<file path="src/dptcf_pkg.sv">
// ----------------------------------------------------------------------------
// Drum pad trigger command framer package
// Shared types, register map, reset values and the frame byte function.
// ----------------------------------------------------------------------------
package dptcf_pkg;

  // Configuration port.
  localparam int CFG_IDX_W  = 3;
  localparam int CFG_DATA_W = 10;
  localparam int LEVEL_W    = 10;
  localparam int VOL_W      = 8;

  localparam logic [CFG_IDX_W-1:0] REG_TRIGGER_LEVEL = 3'd0;
  localparam logic [CFG_IDX_W-1:0] REG_SOFT_LIMIT    = 3'd1;
  localparam logic [CFG_IDX_W-1:0] REG_MEDIUM_LIMIT  = 3'd2;
  localparam logic [CFG_IDX_W-1:0] REG_SOFT_VOLUME   = 3'd3;
  localparam logic [CFG_IDX_W-1:0] REG_MEDIUM_VOLUME = 3'd4;
  localparam logic [CFG_IDX_W-1:0] REG_LOUD_VOLUME   = 3'd5;

  localparam logic [LEVEL_W-1:0] RST_TRIGGER_LEVEL = 10'd100;
  localparam logic [LEVEL_W-1:0] RST_SOFT_LIMIT    = 10'd300;
  localparam logic [LEVEL_W-1:0] RST_MEDIUM_LIMIT  = 10'd600;
  localparam logic [VOL_W-1:0]   RST_SOFT_VOLUME   = 8'h14;
  localparam logic [VOL_W-1:0]   RST_MEDIUM_VOLUME = 8'h19;
  localparam logic [VOL_W-1:0]   RST_LOUD_VOLUME   = 8'h1E;

  // Pads, indexed as bass, snare, hi-hat.
  localparam int NUM_PADS = 3;
  localparam logic [1:0] PAD_BASS  = 2'd0;
  localparam logic [1:0] PAD_SNARE = 2'd1;
  localparam logic [1:0] PAD_HIHAT = 2'd2;

  localparam logic [7:0] TRACK_BASS  = 8'h03;
  localparam logic [7:0] TRACK_SNARE = 8'h01;
  localparam logic [7:0] TRACK_HIHAT = 8'h02;

  // Frame format.
  localparam logic [7:0] CMD_VOLUME  = 8'h06;
  localparam logic [7:0] CMD_PLAY    = 8'h03;
  localparam logic [7:0] BYTE_START  = 8'h7E;
  localparam logic [7:0] BYTE_VER    = 8'hFF;
  localparam logic [7:0] BYTE_LEN    = 8'h06;
  localparam logic [7:0] BYTE_ZERO   = 8'h00;
  localparam logic [7:0] BYTE_END    = 8'hEF;
  localparam logic [15:0] SUM_FIXED  = 16'h0105;

  localparam int BIDX_W = 4;
  localparam logic [BIDX_W-1:0] POS_START  = 4'd0;
  localparam logic [BIDX_W-1:0] POS_VER    = 4'd1;
  localparam logic [BIDX_W-1:0] POS_LEN    = 4'd2;
  localparam logic [BIDX_W-1:0] POS_CMD    = 4'd3;
  localparam logic [BIDX_W-1:0] POS_FEED   = 4'd4;
  localparam logic [BIDX_W-1:0] POS_P1     = 4'd5;
  localparam logic [BIDX_W-1:0] POS_P2     = 4'd6;
  localparam logic [BIDX_W-1:0] POS_CHK_HI = 4'd7;
  localparam logic [BIDX_W-1:0] POS_CHK_LO = 4'd8;
  localparam logic [BIDX_W-1:0] POS_END    = 4'd9;

  // Controller states.
  typedef enum logic [1:0] {
    ST_IDLE,
    ST_CHECK,
    ST_SEND
  } dptcf_state_e;

  // Controller to datapath.
  typedef struct packed {
    logic              load;       // capture a sample set
    logic              emit;       // load the output register
    logic              play_frame; // 0: set-volume frame, 1: play-track frame
    logic [BIDX_W-1:0] byte_idx;
    logic              pad_done;   // retire the current pad
  } dptcf_cmd_t;

  // Datapath to controller.
  typedef struct packed {
    logic pend_any;
    logic more_after;
    logic out_free;
  } dptcf_sts_t;

  // Byte at a given position of a frame with command cmd and parameter p2.
  function automatic logic [7:0] frame_byte_f(logic [7:0] cmd, logic [7:0] p2,
                                              logic [BIDX_W-1:0] idx);
    logic [15:0] sum;
    logic [15:0] chk;
    logic [7:0]  b;
    sum = SUM_FIXED + {8'h00, cmd} + {8'h00, p2};
    chk = 16'h0000 - sum;
    case (idx)
      POS_START:  b = BYTE_START;
      POS_VER:    b = BYTE_VER;
      POS_LEN:    b = BYTE_LEN;
      POS_CMD:    b = cmd;
      POS_FEED:   b = BYTE_ZERO;
      POS_P1:     b = BYTE_ZERO;
      POS_P2:     b = p2;
      POS_CHK_HI: b = chk[15:8];
      POS_CHK_LO: b = chk[7:0];
      POS_END:    b = BYTE_END;
      default:    b = BYTE_ZERO;
    endcase
    return b;
  endfunction

endpackage

</file>
<file path="src/dptcf_if.sv">
// ----------------------------------------------------------------------------
// Drum pad trigger command framer channel interfaces
// Valid/ready channels for sample sets and for outgoing frame bytes.
// ----------------------------------------------------------------------------
interface dptcf_in_if #(
  parameter int SAMPLE_BITS = 10
);
  logic                   valid;
  logic                   ready;
  logic [SAMPLE_BITS-1:0] bass_sample;
  logic [SAMPLE_BITS-1:0] snare_sample;
  logic [SAMPLE_BITS-1:0] hihat_sample;

  modport source (output valid, output bass_sample, output snare_sample,
                  output hihat_sample, input ready);
  modport sink (input valid, input bass_sample, input snare_sample,
                input hihat_sample, output ready);
endinterface

interface dptcf_out_if;
  logic       valid;
  logic       ready;
  logic [7:0] frame_byte;
  logic       frame_end;
  logic       last_of_run;

  modport source (output valid, output frame_byte, output frame_end,
                  output last_of_run, input ready);
  modport sink (input valid, input frame_byte, input frame_end,
                input last_of_run, output ready);
endinterface

</file>
<file path="src/drum_pad_trigger_command_framer.sv">
// ----------------------------------------------------------------------------
// Drum pad trigger command framer
// Turns rising pad crossings into set-volume and play-track serial frames.
//
//   Channel    Dir  Carries                                   Handshake
//   sample_if  in   bass_sample, snare_sample, hihat_sample   valid/ready
//   frame_if   out  frame_byte, frame_end, last_of_run        valid/ready
//   cfg_*      in   cfg_idx_i, cfg_data_i                     cfg_we_i
//
// One sample set at a time: each triggered pad (0 to 3 pads) gets a
// set-volume and a play-track frame, one byte per cycle from the single
// output register while the sink is ready. A stalled sink holds the
// byte in the output register and pauses the byte counter. The next sample
// set is taken while the closing byte still waits. Reset clears the edge
// flags and loads the register defaults.
// ----------------------------------------------------------------------------
module drum_pad_trigger_command_framer
  import dptcf_pkg::*;
#(
  parameter int SAMPLE_BITS = 10
) (
  input  logic                  clk_i,
  input  logic                  rst_ni,
  input  logic                  cfg_we_i,
  input  logic [CFG_IDX_W-1:0]  cfg_idx_i,
  input  logic [CFG_DATA_W-1:0] cfg_data_i,
  dptcf_in_if.sink              sample_if,
  dptcf_out_if.source           frame_if
);

  dptcf_cmd_t cmd;
  dptcf_sts_t sts;
  logic       in_ready;

  // Sequencer.
  dptcf_ctrl u_ctrl (
    .clk_i      (clk_i),
    .rst_ni     (rst_ni),
    .in_valid_i (sample_if.valid),
    .in_ready_o (in_ready),
    .sts_i      (sts),
    .cmd_o      (cmd)
  );

  // Registers, flags and frame builder.
  dptcf_dpath #(
    .SAMPLE_BITS (SAMPLE_BITS)
  ) u_dpath (
    .clk_i          (clk_i),
    .rst_ni         (rst_ni),
    .cfg_we_i       (cfg_we_i),
    .cfg_idx_i      (cfg_idx_i),
    .cfg_data_i     (cfg_data_i),
    .bass_sample_i  (sample_if.bass_sample),
    .snare_sample_i (sample_if.snare_sample),
    .hihat_sample_i (sample_if.hihat_sample),
    .cmd_i          (cmd),
    .sts_o          (sts),
    .out_valid_o    (frame_if.valid),
    .out_ready_i    (frame_if.ready),
    .frame_byte_o   (frame_if.frame_byte),
    .frame_end_o    (frame_if.frame_end),
    .last_of_run_o  (frame_if.last_of_run)
  );

  assign sample_if.ready = in_ready;

endmodule

</file>
<file path="src/dptcf_ctrl.sv">
// ----------------------------------------------------------------------------
// Drum pad trigger command framer controller
// Sequences capture, pad scan and byte-by-byte frame emission.
// ----------------------------------------------------------------------------
module dptcf_ctrl
  import dptcf_pkg::*;
(
  input  logic       clk_i,
  input  logic       rst_ni,
  input  logic       in_valid_i,
  output logic       in_ready_o,
  input  dptcf_sts_t sts_i,
  output dptcf_cmd_t cmd_o
);

  dptcf_state_e      state_q, state_d;
  logic [BIDX_W-1:0] byte_idx_q, byte_idx_d;
  logic              play_q, play_d;

  // State and counter registers.
  always_ff @(posedge clk_i or negedge rst_ni) begin
    if (!rst_ni) begin
      state_q    <= ST_IDLE;
      byte_idx_q <= POS_START;
      play_q     <= 1'b0;
    end else begin
      state_q    <= state_d;
      byte_idx_q <= byte_idx_d;
      play_q     <= play_d;
    end
  end

  // Next state and commands.
  always_comb begin
    state_d          = state_q;
    byte_idx_d       = byte_idx_q;
    play_d           = play_q;
    in_ready_o       = 1'b0;
    cmd_o            = '0;
    cmd_o.play_frame = play_q;
    cmd_o.byte_idx   = byte_idx_q;
    unique case (state_q)
      ST_IDLE: begin
        in_ready_o = 1'b1;
        if (in_valid_i) begin
          cmd_o.load = 1'b1;
          state_d    = ST_CHECK;
        end
      end
      ST_CHECK: begin
        byte_idx_d = POS_START;
        play_d     = 1'b0;
        state_d    = sts_i.pend_any ? ST_SEND : ST_IDLE;
      end
      ST_SEND: begin
        if (sts_i.out_free) begin
          cmd_o.emit = 1'b1;
          if (byte_idx_q == POS_END) begin
            byte_idx_d = POS_START;
            if (play_q) begin
              // Both frames of this pad are out.
              play_d         = 1'b0;
              cmd_o.pad_done = 1'b1;
              state_d        = sts_i.more_after ? ST_SEND : ST_IDLE;
            end else begin
              play_d = 1'b1;
            end
          end else begin
            byte_idx_d = byte_idx_q + 1'b1;
          end
        end
      end
      default: state_d = ST_IDLE;
    endcase
  end

  // A pad is being framed whenever bytes are sent.
  a_send_has_pad: assert property (@(posedge clk_i) disable iff (!rst_ni)
    state_q == ST_SEND |-> sts_i.pend_any)
    else $error("sending with no pending pad");

  // The byte counter never leaves the frame.
  a_idx_range: assert property (@(posedge clk_i) disable iff (!rst_ni)
    byte_idx_q <= POS_END)
    else $error("byte index beyond frame end");

endmodule

</file>
<file path="src/dptcf_dpath.sv">
// ----------------------------------------------------------------------------
// Drum pad trigger command framer datapath
// Configuration registers, edge flags, pending pads and the output register.
// ----------------------------------------------------------------------------
module dptcf_dpath
  import dptcf_pkg::*;
#(
  parameter int SAMPLE_BITS = 10
) (
  input  logic                   clk_i,
  input  logic                   rst_ni,
  input  logic                   cfg_we_i,
  input  logic [CFG_IDX_W-1:0]   cfg_idx_i,
  input  logic [CFG_DATA_W-1:0]  cfg_data_i,
  input  logic [SAMPLE_BITS-1:0] bass_sample_i,
  input  logic [SAMPLE_BITS-1:0] snare_sample_i,
  input  logic [SAMPLE_BITS-1:0] hihat_sample_i,
  input  dptcf_cmd_t             cmd_i,
  output dptcf_sts_t             sts_o,
  output logic                   out_valid_o,
  input  logic                   out_ready_i,
  output logic [7:0]             frame_byte_o,
  output logic                   frame_end_o,
  output logic                   last_of_run_o
);

  localparam int CmpW = (SAMPLE_BITS > LEVEL_W) ? SAMPLE_BITS : LEVEL_W;

  logic [LEVEL_W-1:0] trig_lvl_q, soft_lim_q, med_lim_q;
  logic [VOL_W-1:0]   soft_vol_q, med_vol_q, loud_vol_q;

  logic [NUM_PADS-1:0] above_q;
  logic [NUM_PADS-1:0] pend_q;
  logic [VOL_W-1:0]    vol_q [NUM_PADS];

  logic [SAMPLE_BITS-1:0] samp   [NUM_PADS];
  logic [NUM_PADS-1:0]    above;
  logic [VOL_W-1:0]       vol    [NUM_PADS];
  logic [1:0]             cur_pad;
  logic [7:0]             track;
  logic [7:0]             cur_byte;
  logic                   is_last;

  logic             out_valid_q;
  logic [7:0]       out_byte_q;
  logic             out_end_q;
  logic             out_last_q;

  assign samp[PAD_BASS]  = bass_sample_i;
  assign samp[PAD_SNARE] = snare_sample_i;
  assign samp[PAD_HIHAT] = hihat_sample_i;

  // Configuration registers; unknown indexes are dropped.
  always_ff @(posedge clk_i or negedge rst_ni) begin
    if (!rst_ni) begin
      trig_lvl_q <= RST_TRIGGER_LEVEL;
      soft_lim_q <= RST_SOFT_LIMIT;
      med_lim_q  <= RST_MEDIUM_LIMIT;
      soft_vol_q <= RST_SOFT_VOLUME;
      med_vol_q  <= RST_MEDIUM_VOLUME;
      loud_vol_q <= RST_LOUD_VOLUME;
    end else if (cfg_we_i) begin
      unique case (cfg_idx_i)
        REG_TRIGGER_LEVEL: trig_lvl_q <= cfg_data_i[LEVEL_W-1:0];
        REG_SOFT_LIMIT:    soft_lim_q <= cfg_data_i[LEVEL_W-1:0];
        REG_MEDIUM_LIMIT:  med_lim_q  <= cfg_data_i[LEVEL_W-1:0];
        REG_SOFT_VOLUME:   soft_vol_q <= cfg_data_i[VOL_W-1:0];
        REG_MEDIUM_VOLUME: med_vol_q  <= cfg_data_i[VOL_W-1:0];
        REG_LOUD_VOLUME:   loud_vol_q <= cfg_data_i[VOL_W-1:0];
        default: ;
      endcase
    end
  end

  // Per-pad threshold test and volume band, evaluated on capture.
  always_comb begin
    for (int p = 0; p < NUM_PADS; p++) begin
      above[p] = CmpW'(samp[p]) > CmpW'(trig_lvl_q);
      if (CmpW'(samp[p]) < CmpW'(soft_lim_q)) begin
        vol[p] = soft_vol_q;
      end else if (CmpW'(samp[p]) < CmpW'(med_lim_q)) begin
        vol[p] = med_vol_q;
      end else begin
        vol[p] = loud_vol_q;
      end
    end
  end

  // Previous-above flags and pending triggers.
  always_ff @(posedge clk_i or negedge rst_ni) begin
    if (!rst_ni) begin
      above_q <= '0;
      pend_q  <= '0;
    end else if (cmd_i.load) begin
      above_q <= above;
      pend_q  <= above & ~above_q;
    end else if (cmd_i.pad_done) begin
      pend_q[cur_pad] <= 1'b0;
    end
  end

  // Volume of each captured pad.
  always_ff @(posedge clk_i) begin
    if (cmd_i.load) begin
      for (int p = 0; p < NUM_PADS; p++) begin
        vol_q[p] <= vol[p];
      end
    end
  end

  // Current pad in hi-hat, snare, bass order.
  always_comb begin
    if (pend_q[PAD_HIHAT]) begin
      cur_pad         = PAD_HIHAT;
      track           = TRACK_HIHAT;
      sts_o.more_after = pend_q[PAD_SNARE] | pend_q[PAD_BASS];
    end else if (pend_q[PAD_SNARE]) begin
      cur_pad         = PAD_SNARE;
      track           = TRACK_SNARE;
      sts_o.more_after = pend_q[PAD_BASS];
    end else begin
      cur_pad         = PAD_BASS;
      track           = TRACK_BASS;
      sts_o.more_after = 1'b0;
    end
    sts_o.pend_any = |pend_q;
    sts_o.out_free = !out_valid_q || out_ready_i;
  end

  // Byte builder.
  assign cur_byte = cmd_i.play_frame ? frame_byte_f(CMD_PLAY, track, cmd_i.byte_idx)
                                     : frame_byte_f(CMD_VOLUME, vol_q[cur_pad],
                                                    cmd_i.byte_idx);
  assign is_last  = cmd_i.play_frame && (cmd_i.byte_idx == POS_END) && !sts_o.more_after;

  // Output register.
  always_ff @(posedge clk_i or negedge rst_ni) begin
    if (!rst_ni) begin
      out_valid_q <= 1'b0;
    end else if (cmd_i.emit) begin
      out_valid_q <= 1'b1;
    end else if (out_ready_i) begin
      out_valid_q <= 1'b0;
    end
  end

  always_ff @(posedge clk_i) begin
    if (cmd_i.emit) begin
      out_byte_q <= cur_byte;
      out_end_q  <= (cmd_i.byte_idx == POS_END);
      out_last_q <= is_last;
    end
  end

  assign out_valid_o   = out_valid_q;
  assign frame_byte_o  = out_byte_q;
  assign frame_end_o   = out_end_q;
  assign last_of_run_o = out_last_q;

  // The closing byte of a run leaves no pad pending.
  a_last_drains: assert property (@(posedge clk_i) disable iff (!rst_ni)
    cmd_i.emit && is_last |=> pend_q == '0)
    else $error("pads pending after last byte of run");

  // A new sample set is captured only once the previous one is drained.
  a_load_clean: assert property (@(posedge clk_i) disable iff (!rst_ni)
    cmd_i.load |-> pend_q == '0)
    else $error("capture while pads still pending");

  // Emission never overwrites an untaken byte.
  a_no_overrun: assert property (@(posedge clk_i) disable iff (!rst_ni)
    cmd_i.emit |-> sts_o.out_free)
    else $error("output register overrun");

endmodule
</file>
<file path="src/flat_wrapper.sv">
// flat-port wrapper written by rule: the top's interface ports become plain ports
module drum_pad_trigger_command_framer_flat import dptcf_pkg::*;
#(
  parameter int SAMPLE_BITS = 10
)
  (clk_i, rst_ni, cfg_we_i, cfg_idx_i, cfg_data_i, sample_if_valid, sample_if_bass_sample, sample_if_snare_sample, sample_if_hihat_sample, sample_if_ready, frame_if_valid, frame_if_frame_byte, frame_if_frame_end, frame_if_last_of_run, frame_if_ready);
  dptcf_in_if #(.SAMPLE_BITS(SAMPLE_BITS)) sample_if_i ();
  dptcf_out_if frame_if_i ();
  input  logic clk_i;
  input  logic rst_ni;
  input  logic cfg_we_i;
  input  logic [CFG_IDX_W-1:0] cfg_idx_i;
  input  logic [CFG_DATA_W-1:0] cfg_data_i;
  input wire logic [$bits(sample_if_i.valid)-1:0] sample_if_valid;
  input wire logic [$bits(sample_if_i.bass_sample)-1:0] sample_if_bass_sample;
  input wire logic [$bits(sample_if_i.snare_sample)-1:0] sample_if_snare_sample;
  input wire logic [$bits(sample_if_i.hihat_sample)-1:0] sample_if_hihat_sample;
  output wire logic [$bits(sample_if_i.ready)-1:0] sample_if_ready;
  output wire logic [$bits(frame_if_i.valid)-1:0] frame_if_valid;
  output wire logic [$bits(frame_if_i.frame_byte)-1:0] frame_if_frame_byte;
  output wire logic [$bits(frame_if_i.frame_end)-1:0] frame_if_frame_end;
  output wire logic [$bits(frame_if_i.last_of_run)-1:0] frame_if_last_of_run;
  input wire logic [$bits(frame_if_i.ready)-1:0] frame_if_ready;
  assign sample_if_i.valid = sample_if_valid;
  assign sample_if_i.bass_sample = sample_if_bass_sample;
  assign sample_if_i.snare_sample = sample_if_snare_sample;
  assign sample_if_i.hihat_sample = sample_if_hihat_sample;
  assign sample_if_ready = sample_if_i.ready;
  assign frame_if_valid = frame_if_i.valid;
  assign frame_if_frame_byte = frame_if_i.frame_byte;
  assign frame_if_frame_end = frame_if_i.frame_end;
  assign frame_if_last_of_run = frame_if_i.last_of_run;
  assign frame_if_i.ready = frame_if_ready;
  drum_pad_trigger_command_framer #(.SAMPLE_BITS(SAMPLE_BITS)) u_core (.clk_i(clk_i), .rst_ni(rst_ni), .cfg_we_i(cfg_we_i), .cfg_idx_i(cfg_idx_i), .cfg_data_i(cfg_data_i), .sample_if(sample_if_i), .frame_if(frame_if_i));
endmodule
</file>
<file path="config.mk">
export PLATFORM = sky130hd
export DESIGN_NAME = drum_pad_trigger_command_framer_flat
export DESIGN_NICKNAME = d
export VERILOG_FILES = /design/src/dptcf_pkg.sv /design/src/dptcf_if.sv /design/src/drum_pad_trigger_command_framer.sv /design/src/dptcf_ctrl.sv /design/src/dptcf_dpath.sv /design/src/flat_wrapper.sv
export SDC_FILE = /design/constraint.sdc
export NUM_CORES = 1
export LEC_CHECK = 0
export CAP_MARGIN = 20
export CORE_MARGIN = 2
export CORE_UTILIZATION = 50
export DETAILED_ROUTE_END_ITERATION = 6
export DONT_BUFFER_PORTS = 1
export GPL_ROUTABILITY_DRIVEN = 0
export GPL_TIMING_DRIVEN = 0
export SYNTH_ARGS = -nofsm -noshare
export SYNTH_HDL_FRONTEND = slang
export SYNTH_SLANG_ARGS = --single-unit
</file>
<file path="constraint.sdc">
create_clock -name clk_i -period 8 [get_ports clk_i]
set_clock_uncertainty 0.2 [all_clocks]
set_input_delay 0.8 -clock clk_i [delete_from_list [all_inputs] [get_ports clk_i]]
set_output_delay 0.8 -clock clk_i [all_outputs]
set_load 0.02 [all_outputs]
</file>
==> flow_summary.toml <==
[synth]
yosys_warnings = 0
syn_area_per_cell_sq_um = 10.88
ys_async_sr_fraction = 0.6667
synth.area.top_cells = "dfrtp_1, ha_1, edfxtp_1"
synth_seq_area_share = 0.3965
synth_nets = 770
synth_edf_count = 34
synth.most_common_cell = "ha_1"
synthCells = 637
ys_ff_latch = 102
syn_area_sq_um = 6930
synth_top_cell_by_area = "dfrtp_1"
synth.distinct_cells = 63
yosysTopAreaCellShare = 0.1733
synth_ff_type = "dfrtp_1"
synth_top_cells_by_count = "ha_1, mux2_2, nand2_1"

[cts]
clkSinkCount = 102
postCtsSetupRepairBufs = 0
ctsRootBufferMaster = "clkbuf_16"
clockBufferDepth = 2
ctsResizeCount = 0
numCtsBuffers = 9
clk_latency_ps = 350
htreeDepth = 3
clk_pin_slew_ps = 70
tritoncts = "yes"

[detailed_routing]
drt-vias-per-instance = 5.947
drt_iter0_markers = 362
first_pass_iters = 7
drt-total-wl_microns = 17180
postRouteAntennaNets = 0
num_vias = 4966
wl_per_cell_microns = 20.57
drc = 1

[power]
power_uw = 2229
powerDensity_nw_per_um2 = 297.6
p_leak_uw = 0.003074
ir_drop_mv = 0.1451

[status]
violations = "design-rule violations"
outcome = "complete, but fails checks"

[min_path]
min_path_type = "in -> async"

[floorplan]
die_w_microns = 121.7
start_util = 0.5052
coreArea_sq_um = 13720
die_y_microns = 121.7
dieArea_sq_um = 14820
pin_count = 60
row_count = 43

[worst_setup_path]
critPathLaunchType = "register"
worst-setup-path-type = "reg -> reg"
endpoint_kind = "register"
worstPathRequired_ps = 7910
arrival_ps = 3000
crit_fanout = 8

[global_route]
grt_use_total = 0.2432
grt_start_max_net_pins = 49
grt_pass1_wl_microns = 26820
antenna_found_initial = 0
grt_overflow = 0
grt_pass1_vias = 4772

[placement]
hpwl_microns = 12770
placedCellCount = 818
portBuffers = 0
post_dp_cell_area_sq_um = 7167

[sta]
finalCritPeriodShare = 0.3873
period_minus_slack_ps = 3099
slew_headroom = 0.3035
drv_slew = 0
rsz0062_at_grt = "false"
setup_tns_ps = 0
tightest_slew_ps = 1042
finalSetupViolations = 0
hold_violations = 0
fmax_mhz = 322.7

[layout]
fin_cells = 835
antennaDiodeCount = 0
final_nets = 783
fin_area_sq_um = 7491
drive_gt1_frac = 0.2153
area_delta_synth_final_pct = 8.088

[run]
max_cap_violations = 0
## worst paths after layout
kind / start / end / slack, ps / cells past startpoint
max: u_core.u_dpath.soft_lim_q[8] / u_core.u_dpath.vol_q[0][3] / 4900 / 8
min reg2reg: u_core.u_dpath.above_q[1] / u_core.u_dpath.pend_q[1] / 280 / 1
max reg2reg: u_core.u_dpath.soft_lim_q[8] / u_core.u_dpath.vol_q[0][3] / 4900 / 8
min in group clk_i: u_core.u_dpath.above_q[1] / u_core.u_dpath.pend_q[1] / 280 / 1
max in group asynchronous: rst_ni / u_core.u_dpath.med_vol_q[2] / 7270 / 1
min: rst_ni / u_core.u_dpath.med_lim_q[9] / 80 / 0
## cell type report
cell class / count / area, sq um
Buffer: 18 / 77.57
Clock buffer: 10 / 250.2
Clock inverter: 6 / 46.29
Fill cell: 1204 / 6228
Inverter: 37 / 138.9
Multi-Input combinational cell: 480 / 3966
Sequential cell: 102 / 2748
Tap cell: 180 / 225.2
Timing Repair Buffer: 2 / 38.79
## metrics by stage
stage / hold slack (ps) / util / setup WS [ps]
3_3_place_gp: 257.4 / 0.5216 / 4712
2_1_floorplan: 236.4 / - / 5163
6_report: 81.44 / 0.5460 / 4901
4_1_cts: 71.30 / 0.5460 / 4872
3_5_place_dp: 261.8 / 0.5224 / 4676
5_1_grt: 60.82 / 0.5460 / 4839
## flip-flops by register name (all words and copies together), names as in the netlist, 4 cells and up
| register | flops |
|---|---|
| u_core.u_ctrl.byte_idx_q | 4 |
| u_core.u_dpath.loud_vol_q | 8 |
| u_core.u_dpath.vol_q | 24 |
| u_core.u_dpath.soft_lim_q | 10 |
| u_core.u_dpath.med_lim_q | 10 |
| u_core.u_dpath.soft_vol_q | 8 |
| u_core.u_dpath.trig_lvl_q | 10 |
| u_core.u_dpath.med_vol_q | 8 |
| u_core.u_dpath.frame_byte_o | 8 |
## worst max-delay path: stages, from the launching register on
cell and delay (ps):
dfstp_2 520, inv_1 100, ha_1 320, nand4_1 140, nor2_1 100, o21ai_0 80
a21oi_1 140, a2111oi_4 830, mux2_2 420
## metal layers
layer  wire length (microns)  GRT usage
met5                       0          0
met4                     118    0.04310
met3                     906    0.05758
met2                    8086     0.3947
met1                    8066     0.3370
## power by group
group	switching [uW]	internal [uW]	leakage [uW]
sequential	99.1	732	0.00112
clock	203	234	0.000151
combinational	539	421	0.00180
## repair_timing
action,in CTS,in global routing
hold buffers,1,0
endpoints found under the hold margin,48,0
setup endpoints to repair,0,0
## placed cells by master, fill, tap and decap left out, types with 6 or more instances in the layout
cell type  netlist  final
nor3_1           7      7
o21ai_0         47     47
inv_1           37     37
nand4_1          7      7
clkbuf_16        0     10
nand2_1         61     61
a21o_1          10     10
dfrtp_1         48     48
dfstp_2         20     20
a21oi_1         27     27
nand3_1          7      7
nor2b_1          7      7
a211o_1          6      6
nand2b_1        10     10
mux2_2          74     74
clkbuf_1        15     15
edfxtp_1        34     34
ha_1            85     85
mux2i_1          8      8
mux2_1           6      6
nor2_1          30     30
a2111oi_4        6      6
## kinds of logic after synthesis
| logic type | Yosys count | share of synthesized area |
|---|---|---|
| XOR/XNOR | 6 | 0.007583 |
| adder cells (fa/ha/maj) | 86 | 0.1549 |
| multiplexers | 88 | 0.1415 |
| AND/OR/NAND/NOR | 150 | 0.1063 |
| AO/OA/AOI/OAI | 150 | 0.1619 |
| flip-flops | 102 | 0.3965 |
| buffers and inverters | 55 | 0.03123 |
Note: power is estimated with default switching activity, not from simulation.
